[config.mk]
export PLATFORM = sky130hd
export DESIGN_NAME = flip_dot_frame_diff_engine_core
export DESIGN_NICKNAME = d
export VERILOG_FILES = /design/src/rtl/fdd_pkg.sv /design/src/rtl/fdd_col_unit.sv /design/src/rtl/flip_dot_frame_diff_engine_core.sv
export SDC_FILE = /design/constraint.sdc
export NUM_CORES = 1
export LEC_CHECK = 0
export BUFFER_PORTS_ARGS = -buffer_cell sky130_fd_sc_hd__buf_4
export CAP_MARGIN = 10
export CORE_MARGIN = 3
export CORE_UTILIZATION = 30
export CTS_BUF_LIST = sky130_fd_sc_hd__clkbuf_8
export DETAILED_ROUTE_END_ITERATION = 10
export RECOVER_POWER = 25
export SYNTH_ARGS = -nofsm -noshare
export SYNTH_HDL_FRONTEND = slang
export SYNTH_SLANG_ARGS = --single-unit
[constraint.sdc]
create_clock -name clk_i -period 2.54 [get_ports clk_i]
set_input_delay 0.127 -clock clk_i [delete_from_list [all_inputs] [get_ports clk_i]]
set_output_delay 0.127 -clock clk_i [all_outputs]
set_load 0.03 [all_outputs]
[src/rtl/fdd_pkg.sv]
// Package for the flip-dot frame difference engine.
// Holds the panel geometry, the operation codes and the column result type.
// It has no dependencies of its own.
package fdd_pkg;

  // Panel geometry.
  localparam int unsigned PanelWidth  = 32;
  localparam int unsigned PanelHeight = 8;

  // Width of a column index, at least one bit.
  localparam int unsigned ColW = (PanelWidth > 1) ? $clog2(PanelWidth) : 1;

  // Width of the output fields.
  localparam int unsigned OutColW  = 6;
  localparam int unsigned OutWordW = 32;

  // Operation codes.
  typedef logic [1:0] opcode_t;
  localparam opcode_t OpDraw   = 2'd0;
  localparam opcode_t OpClear  = 2'd1;
  localparam opcode_t OpRender = 2'd2;
  localparam opcode_t OpWipe   = 2'd3;

  // One column word, one bit per row.
  typedef logic [PanelHeight-1:0] col_word_t;

  // Result of the shared column unit.
  typedef struct packed {
    col_word_t chg;
    col_word_t dots;
  } col_result_t;

endpackage

[src/rtl/fdd_col_unit.sv]
// Shared column unit of the flip-dot frame difference engine.
// Works out the flip mask and the new dot values of one column per cycle.
// Depends on fdd_pkg.
module fdd_col_unit (
  input  logic                wipe_i,
  input  fdd_pkg::col_word_t  drawing_i,
  input  fdd_pkg::col_word_t  shown_i,
  output fdd_pkg::col_result_t result_o
);
  import fdd_pkg::*;

  // A wipe flips every row to dark; a render flips only the rows that differ.
  always_comb begin
    if (wipe_i) begin
      result_o.chg  = '1;
      result_o.dots = '0;
    end else begin
      result_o.chg  = drawing_i ^ shown_i;
      result_o.dots = drawing_i;
    end
  end

endmodule

[src/rtl/flip_dot_frame_diff_engine_core.sv]
// Top level of the flip-dot frame difference engine.
// Holds the drawing and shown frames, the column sequencer and the output register.
// Depends on fdd_pkg and fdd_col_unit.
//
// Draw and clear items are accepted without stalling the input and produce no transfer on the
// output. A render or wipe walks the panel one column per cycle through the shared column
// unit, as long as the output register is free or being emptied. The walk starts on the
// cycle after the input transfer and covers all PanelWidth columns; the input stalls for
// the whole walk. Each column leaves as one output transfer from a single output
// register, and the next item can be accepted while the final column is still waiting
// to be taken.
module flip_dot_frame_diff_engine_core (
  input  logic                   clk_i,
  input  logic                   rst_ni,
  // Input channel.
  input  logic                   in_valid_i,
  output logic                   in_stall_o,
  input  fdd_pkg::opcode_t       opcode_i,
  input  logic signed [6:0]      x_pos_i,
  input  logic signed [5:0]      y_pos_i,
  input  logic                   dot_color_i,
  // Output channel.
  output logic                   out_valid_o,
  input  logic                   out_stall_i,
  output logic [5:0]             column_index_o,
  output logic [31:0]            change_mask_o,
  output logic [31:0]            column_dots_o,
  output logic                   last_column_o
);
  import fdd_pkg::*;

  localparam int unsigned RowW = (PanelHeight > 1) ? $clog2(PanelHeight) : 1;

  // Sequencer states.
  localparam logic StIdle = 1'b0;
  localparam logic StWalk = 1'b1;

  logic             state_q, state_d;
  logic [ColW-1:0]  col_q, col_d;
  logic             wipe_q;

  col_word_t drawing_q [PanelWidth];
  col_word_t shown_q   [PanelWidth];

  logic              out_valid_q;
  logic [OutColW-1:0] out_col_q;
  col_word_t         out_chg_q;
  col_word_t         out_dots_q;
  logic              out_last_q;
  logic              out_wipe_q;

  logic        in_xfer;
  logic        draw_hit;
  logic        load;
  logic        col_last;
  col_result_t col_res;

  // Input transfer and the on-panel check of a draw.
  assign in_stall_o = (state_q != StIdle);
  assign in_xfer    = in_valid_i && !in_stall_o;
  assign draw_hit   = ($unsigned(x_pos_i) < 7'(PanelWidth)) &&
                      ($unsigned(y_pos_i) < 6'(PanelHeight));

  // The walk advances whenever the output register is free or being emptied.
  assign load     = (state_q == StWalk) && (!out_valid_q || !out_stall_i);
  assign col_last = (col_q == ColW'(PanelWidth - 1));

  fdd_col_unit u_col_unit (
    .wipe_i    (wipe_q),
    .drawing_i (drawing_q[col_q]),
    .shown_i   (shown_q[col_q]),
    .result_o  (col_res)
  );

  // Next state of the sequencer.
  always_comb begin
    state_d = state_q;
    col_d   = col_q;
    case (state_q)
      StIdle: begin
        if (in_xfer && (opcode_i == OpRender || opcode_i == OpWipe)) begin
          state_d = StWalk;
          col_d   = '0;
        end
      end
      StWalk: begin
        if (load) begin
          if (col_last) begin
            state_d = StIdle;
          end else begin
            col_d = col_q + 1'b1;
          end
        end
      end
      default: begin
        state_d = StIdle;
      end
    endcase
  end

  always_ff @(posedge clk_i or negedge rst_ni) begin
    if (!rst_ni) begin
      state_q <= StIdle;
      col_q   <= '0;
      wipe_q  <= 1'b0;
    end else begin
      state_q <= state_d;
      col_q   <= col_d;
      if (in_xfer) begin
        wipe_q <= (opcode_i == OpWipe);
      end
    end
  end

  // Drawing frame: single-dot writes and a full clear.
  always_ff @(posedge clk_i or negedge rst_ni) begin
    if (!rst_ni) begin
      for (int i = 0; i < PanelWidth; i++) begin
        drawing_q[i] <= '0;
      end
    end else if (in_xfer && opcode_i == OpClear) begin
      for (int i = 0; i < PanelWidth; i++) begin
        drawing_q[i] <= '0;
      end
    end else if (in_xfer && opcode_i == OpDraw && draw_hit) begin
      drawing_q[x_pos_i[ColW-1:0]][y_pos_i[RowW-1:0]] <= dot_color_i;
    end
  end

  // Shown frame: each walked column takes the new dot values.
  always_ff @(posedge clk_i or negedge rst_ni) begin
    if (!rst_ni) begin
      for (int i = 0; i < PanelWidth; i++) begin
        shown_q[i] <= '0;
      end
    end else if (load) begin
      shown_q[col_q] <= col_res.dots;
    end
  end

  // Output register.
  always_ff @(posedge clk_i or negedge rst_ni) begin
    if (!rst_ni) begin
      out_valid_q <= 1'b0;
    end else if (load) begin
      out_valid_q <= 1'b1;
    end else if (!out_stall_i) begin
      out_valid_q <= 1'b0;
    end
  end

  always_ff @(posedge clk_i) begin
    if (load) begin
      out_col_q  <= OutColW'(col_q);
      out_chg_q  <= col_res.chg;
      out_dots_q <= col_res.dots;
      out_last_q <= col_last;
      out_wipe_q <= wipe_q;
    end
  end

  assign out_valid_o    = out_valid_q;
  assign column_index_o = out_col_q;
  assign change_mask_o  = OutWordW'(out_chg_q);
  assign column_dots_o  = OutWordW'(out_dots_q);
  assign last_column_o  = out_last_q;

  // A render or wipe transfer starts the walk at column zero.
  a_walk_start: assert property (@(posedge clk_i) disable iff (!rst_ni)
    in_xfer && (opcode_i == OpRender || opcode_i == OpWipe)
    |=> state_q == StWalk && col_q == '0)
    else $error("walk did not start at column zero");

  // Each loaded column is followed by the next one or by the end of the walk.
  a_walk_step: assert property (@(posedge clk_i) disable iff (!rst_ni)
    load && !col_last |=> col_q == $past(col_q) + 1'b1 && state_q == StWalk)
    else $error("column counter skipped or stopped early");

  // A column produced by a wipe never shows lit dots.
  a_wipe_dark: assert property (@(posedge clk_i) disable iff (!rst_ni)
    out_valid_o && out_wipe_q |-> column_dots_o == '0)
    else $error("wipe column carries lit dots");

  // The last-column flag matches the column index.
  a_last_flag: assert property (@(posedge clk_i) disable iff (!rst_ni)
    out_valid_o |-> last_column_o == (column_index_o == OutColW'(PanelWidth - 1)))
    else $error("last column flag disagrees with column index");

endmodule

==> results.md, run 1 <==
* Largest net degree at the start of global routing at 93
* Hold Vio Cnt, Final at 0
* YS warnings at 0
* Number of cell rows at between 100 and 150
* Ys async rst share at 0.959
* Net count, final at just over 3000
* Logic gate share of total power at 0.248
* ANT nets after route at 0
* Worst path arrival time at 3.05 ns
* Initial antenna violation count at 1
* Area grow syn2layout at 23.0%
* Clock network fraction of design power at 0.364
* Vias in the first global route at approximately 22000
* Layout Cells excl Fill at 4278
* CP Capture Type: flop
* Post-route minimum period at approximately 2.6 ns
* CP required at a little under 3 ns
* Core Region at ~87000 um2
* Failing checks: setup timing
* Max-cap viol count at 0
* Syn Inst Count at 2852
* Sw Pwr at between 7 and 8 mW
* Clock Latency Late Sink at a little over 0.7 ns
* Unique cell type count in the Yosys netlist at 43
* Global route overflow at 0
* Vias at 22700
* Setup violators final at 7
* Die Y at a little over 300 um
* Placed Cells at roughly 4000
* Port-buffer cells at 43
* Number of DRC markers in iteration 0 at 2337
* Total global-route track usage at 0.188
* Status: finished, violations left
* Power Density at between 700 and 800 nW/um2
* CTS buffer count at 92
* Ratio of cells with drive above 1 in the final layout at 0.177
* Synth Area per Inst at approximately 9.3 um2
* Worst-Margin Slew at around 1.4 ns
* CTS tree: done
* Reg clk slew, reported paths at approximately 0.070 ns
* DR pass1 iterations at 5
* RSZ-0062 raised after global routing: yes
* DP Area at about 30000 um2
* Switching Fraction at 0.306
* Pins Over Slew Limit at 0
* Seq pwr share at 0.388
* Sink Count at about 540
* Routed vias/inst at approximately 5.3
* Fin area at between 30000 and 40000 um2
* H-tree levels at 3
* Die ar. at 92400 um2
* Final wirelength at 89300 um
* Critical path class: reg -> reg
* Synth Register Bits at 542
* Seq/Total Area, Yosys at 0.514
* Most used flip-flop cell after synthesis: dfrtp_1
* Leakage at ~14 nW
* First-pass GRT wire length at between 100000 and 150000 um
* Final Cycle Share at 1.03
* Worst hold slack at roughly 0.033 ns
* Worst relative slew slack at 0.0742
* Worst Path Max Fanout at 15
* Routed WL per cell at 20.9 um
* Fmax at 383 MHz
* Fin Clk Skew at 0.0334 ns
* Final GP Congestion at between 0.8 and 0.9
* Num ports at 93
* Detailed Place HPWL at a little under 60000 um
* Initial core utilization at 0.305
* Post-route setup slack at -0.0717 ns
* Crit start category: flop
* CTS root buf: clkbuf_8
* Int Power at about 16 mW
* Mapped cell area at approximately 27000 um2
* VDD IR max at 0.376 mV
* Drt drc at 0
* Worst Hold Class: in -> async
* Clk buf depth at 3
* Post-synth EDFFs at 22
* Die width at 304 um
-- registers in the layout, summed over array words and instances (netlist names), 5 cells and up --
signal          cells
column_index_o      5
out_chg_q           8
out_dots_q          8
col_q               5
shown_q           256
drawing_q         256
-- metal layers --
layer	track usage	vias to the layer above	share of wire
met5	0	-	0
met2	0.290	893	0.46
li1	-	10400	-
met4	0.0613	0	0.032
met3	0.0422	170	0.079
met1	0.261	11200	0.43
-- critical path, cell delays in order (launching register included) --
cell and delay, ns:
dfrtp_4 0.44, buf_12 0.22, buf_16 0.20, buf_4 0.14
mux2i_1 0.22, o22ai_2 0.12, nor4_2 0.33, nand2_2 0.18
and3_1 0.17, or3_1 0.33
-- synthesized netlist by cell type, drive strengths merged, types with 3 or more instances --
cell	instances	area (um2)
dfrtp	520	13000
nor2b	8	50.1
nand3	224	1120
nor4	33	206
edfxtp	22	661
or4	3	30.0
nand4b	4	35.0
o22ai	128	801
a21oi	218	1090
and3b	3	26.3
o21ai	435	2180
nor3b	4	30.0
nand2b	20	125
buf	120	748
nor3	26	298
clkbuf	166	631
inv	11	41.3
mux2i	304	3040
and3	14	87.6
nand4bb	5	56.3
or2	5	31.3
or4b	4	40.0
or3	11	78.8
a22o	3	26.3
nand2	435	1630
ha	5	62.6
nor2	112	420
nand4	3	18.8
-- cells by family (layout without fill, tap and decap cells) --
group | count (synthesis) | after routing | share of synthesized area
flops | 542 | 542 | 0.514
simple gates | 917 | 917 | 0.162
buf+inv | 297 | 519 | 0.0533
xor+xnor | 2 | 2 | 0.000658
mux | 304 | 304 | 0.114
compound gates | 784 | 784 | 0.154
fa+ha+maj | 5 | 5 | 0.00235
other cells | 1 | 50 | 0.000141
-- power groups by stage --
stage | Clock [mW] | Sequential, mW | Combinational [mW]
2_1_floorplan | 0 | 9.12 | 2.78
3_3_place_gp | 0 | 9.12 | 4.70
3_5_place_dp | 0 | 9.12 | 4.70
4_1_cts | 8.55 | 8.93 | 5.22
5_1_grt | 8.95 | 8.94 | 5.89
6_report | 8.38 | 8.93 | 5.69
-- cells in the final DEF, fill, tap and decap left out, types with 23 or more instances in the layout --
master    synthesis  final
nand2_1         435    430
o21ai_0         429    419
conb_1            1     49
nand3_1         224    224
nor2_1          112    112
a21oi_1         218    216
buf_12            1     47
mux2i_1         304    292
buf_4            50    240
o22ai_1         128    108
inv_1            11     41
dfrtp_1         520    518
clkbuf_8          0    117
nor4_2            0     23
-- area by class of cell --
class	instances	area (um2)
fill	8787	54700
sequential	542	13700
multi-input combinational	2061	12200
timing repair buffer	341	3460
clock buffer	117	1610
tap	1155	1450
clock inverter	50	357
inverter	11	41.3
antenna	1	2.50
-- worst paths after layout --
check                                     end  slack, ns  depth (start not counted)   startpoint
worst max-delay path             out_chg_q[3]      -0.07                          9     col_q[1]
worst min-delay path             shown_q[177]       0.03                          2       rst_ni
worst max register to register   out_chg_q[3]      -0.07                          9     col_q[1]
worst min register to register    shown_q[62]       0.48                          2  shown_q[62]
max in group asynchronous         shown_q[46]       0.72                          3       rst_ni
min in group clk_i              drawing_q[29]       0.16                          5   y_pos_i[2]
-- timing repair --
action                     in CTS  in global routing
setup endpoints to repair     193                228
gates cloned                    4                  3
pin swaps                       8                 18
resized for setup              53                 61
hold endpoints to repair      439                  0
setup buffers                   4                 16
hold buffers                   16                  0
-- through the flow --
stage | power [mW] | util | TNS [ns] | setup WS (ns)
2_1_floorplan | 11.9 | - | 0 | 0.00563
6_report | 23.0 | 0.375 | -0.298 | -0.0717
3_5_place_dp | 13.8 | 0.341 | -15.05 | -0.368
5_1_grt | 23.8 | 0.375 | -4.81 | -0.141
3_3_place_gp | 13.8 | 0.341 | -14.00 | -0.353
4_1_cts | 22.7 | 0.371 | -0.420 | -0.0796
Note: power is estimated with default switching activity, not from simulation.
==> run 2: changes to the inputs <==
PLACE_DENSITY = 0.57   (was unset)
==> results.md, run 2 (synthesis results as in run 1) <==
* Setup violators final at 3
* Failing checks: setup timing
* Leading cell type in the layout, fill and taps excluded: dfrtp_1
* Footprint of the multi-input gates at 12700 um2
* Storage cell area at between 10000 and 15000 um2
* Vias in the first global route at 21700
* CP Capture Type: flop
* Hold Vio Cnt, Final at 0
* Num ports at 93
* Worst path arrival time at 3.01 ns
* Initial antenna violation count at 1
* Routed vias/inst at 5.28
* Int Power at 16.5 mW
* Critical path class: reg -> reg
* Area grow syn2layout at 26.4%
* Setup TNS at -0.0582 ns
* H-tree levels at 3
* Crit start category: flop
* Status: finished, violations left
* Drt drc at 0
* Vias at about 23000
* Fmax at ~390 MHz
* CTS buffer count at around 90
* Routed WL per cell at roughly 21 um
* Clock network fraction of design power at 0.360
* Die width at 304 um
* Net count, final at around 3100
* DR pass1 iterations at 8
* Switching Fraction at 0.306
* Core Region at just under 90000 um2
* Initial core utilization at 0.305
* Seq pwr share at 0.375
* DP Area at between 30000 and 40000 um2
* Biggest regs: drawing_q x256, shown_q x256
* Most frequent cells in the layout: 516 x dfrtp_1, 428 x nand2_1, 408 x o21ai_0
* Worst Path Max Fanout at 13
* Worst-Margin Slew at about 1.5 ns
* Total global-route track usage at 0.190
* CTS tree: done
* Leakage at 14.5 nW
* Max-cap viol count at 0
* ANT nets after route at 0
* RSZ-0062 raised after global routing: yes
* CTS root buf: clkbuf_8
* Clk buf depth at 3
* Number of DRC markers in iteration 0 at around 2100
* Die Y at between 300 and 400 um
* Logic gate share of total power at 0.265
* Die ar. at approximately 92000 um2
* Sink Count at between 500 and 600
* Final wirelength at about 91000 um
* Final Cycle Share at 1.01
* Final core utilization at 0.385
* Power Density at about 710 nW/um2
* Fin area at approximately 34000 um2
* Final GP Congestion at just under 0.9
* Largest net degree at the start of global routing at 117
* Fin Clk Skew at approximately 0.034 ns
* Port-buffer cells at between 40 and 50
* VDD IR max at between 0.5 and 0.6 mV
* Detailed Place HPWL at just under 60000 um
* Post-route setup slack at -0.0257 ns
* Post-route minimum period at between 2 and 3 ns
* Sw Pwr at 7.30 mW
* FILL cells at a little under 9000
* Pins Over Slew Limit at 0
* Worst relative slew slack at 0.0309
* Worst Hold Class: in -> reg
* Global route overflow at 0
* Number of cell rows at 108
* First-pass GRT wire length at about 140000 um
* Ratio of cells with drive above 1 in the final layout at 0.204
* CP required at between 2 and 3 ns
* Clock Latency Late Sink at 0.71 ns
* Reg clk slew, reported paths at ~0.06 ns
[run 2: per-layer routing]
layer	share of wire	GRT usage	vias up
li1	-	-	10400
met1	0.45	0.268	11200
met2	0.46	0.295	775
met3	0.062	0.0354	169
met4	0.028	0.0603	0
met5	0	0	-
[run 2: path summary, 6_finish.rpt]
check,from,to,slack (ns),depth (start not counted)
max in group asynchronous,rst_ni,col_q[1],0.34,3
min in group asynchronous,rst_ni,shown_q[106],0.65,3
worst max register to register,col_q[0],out_chg_q[1],-0.03,9
worst min-delay path,x_pos_i[2],drawing_q[150],0.05,4
worst min register to register,shown_q[182],shown_q[182],0.48,2
worst max-delay path,col_q[0],out_chg_q[1],-0.03,9
[run 2: metrics by stage]
step / power [mW] / setup WS [ns] / instances / hold slack, ns
2_1_floorplan: 11.9 / 0.00563 / 2900 / -0.169
3_3_place_gp: 14.2 / -0.272 / 4062 / 0.0484
3_5_place_dp: 14.2 / -0.273 / 4062 / 0.0468
4_1_cts: 23.5 / -0.0355 / 4263 / 0.0161
5_1_grt: 24.6 / -0.0843 / 4278 / 0.0494
6_report: 23.8 / -0.0257 / 4278 / 0.0525
[run 2: area by class of cell]
cell class | count | area share
diodes | 1 | 0.0000744
multi-input cells | 2061 | 0.378
well taps | 1155 | 0.0429
inverters | 11 | 0.00123
repair buffers | 338 | 0.110
clock inverters | 41 | 0.00766
clock buffers | 129 | 0.0528
flip-flops and latches | 542 | 0.407
[run 2: repair_timing]
item	4_1_cts	5_1_grt
endpoints found under the hold margin	560	0
setup endpoints to repair	154	176
hold buffers	15	0
gates cloned	4	2
pin swaps	33	48
setup buffers	13	18
resized for setup	105	140
[run 2: worst max-delay path: stages (launching register included)]
cell	delay (ns)
dfrtp_2	0.45
buf_6	0.14
or4b_4	0.56
buf_12	0.18
buf_4	0.14
o22ai_4	0.14
nor4_4	0.09
buf_4	0.14
and3_1	0.13
or3_1	0.33
[run 2: power groups by stage]
stage / Sequential, mW / Combinational (mW) / Clock, mW
2_1_floorplan: 9.12 / 2.78 / 0
3_3_place_gp: 9.08 / 5.08 / 0
3_5_place_dp: 9.09 / 5.08 / 0
4_1_cts: 8.93 / 5.87 / 8.74
5_1_grt: 8.94 / 6.53 / 9.18
6_report: 8.94 / 6.30 / 8.57
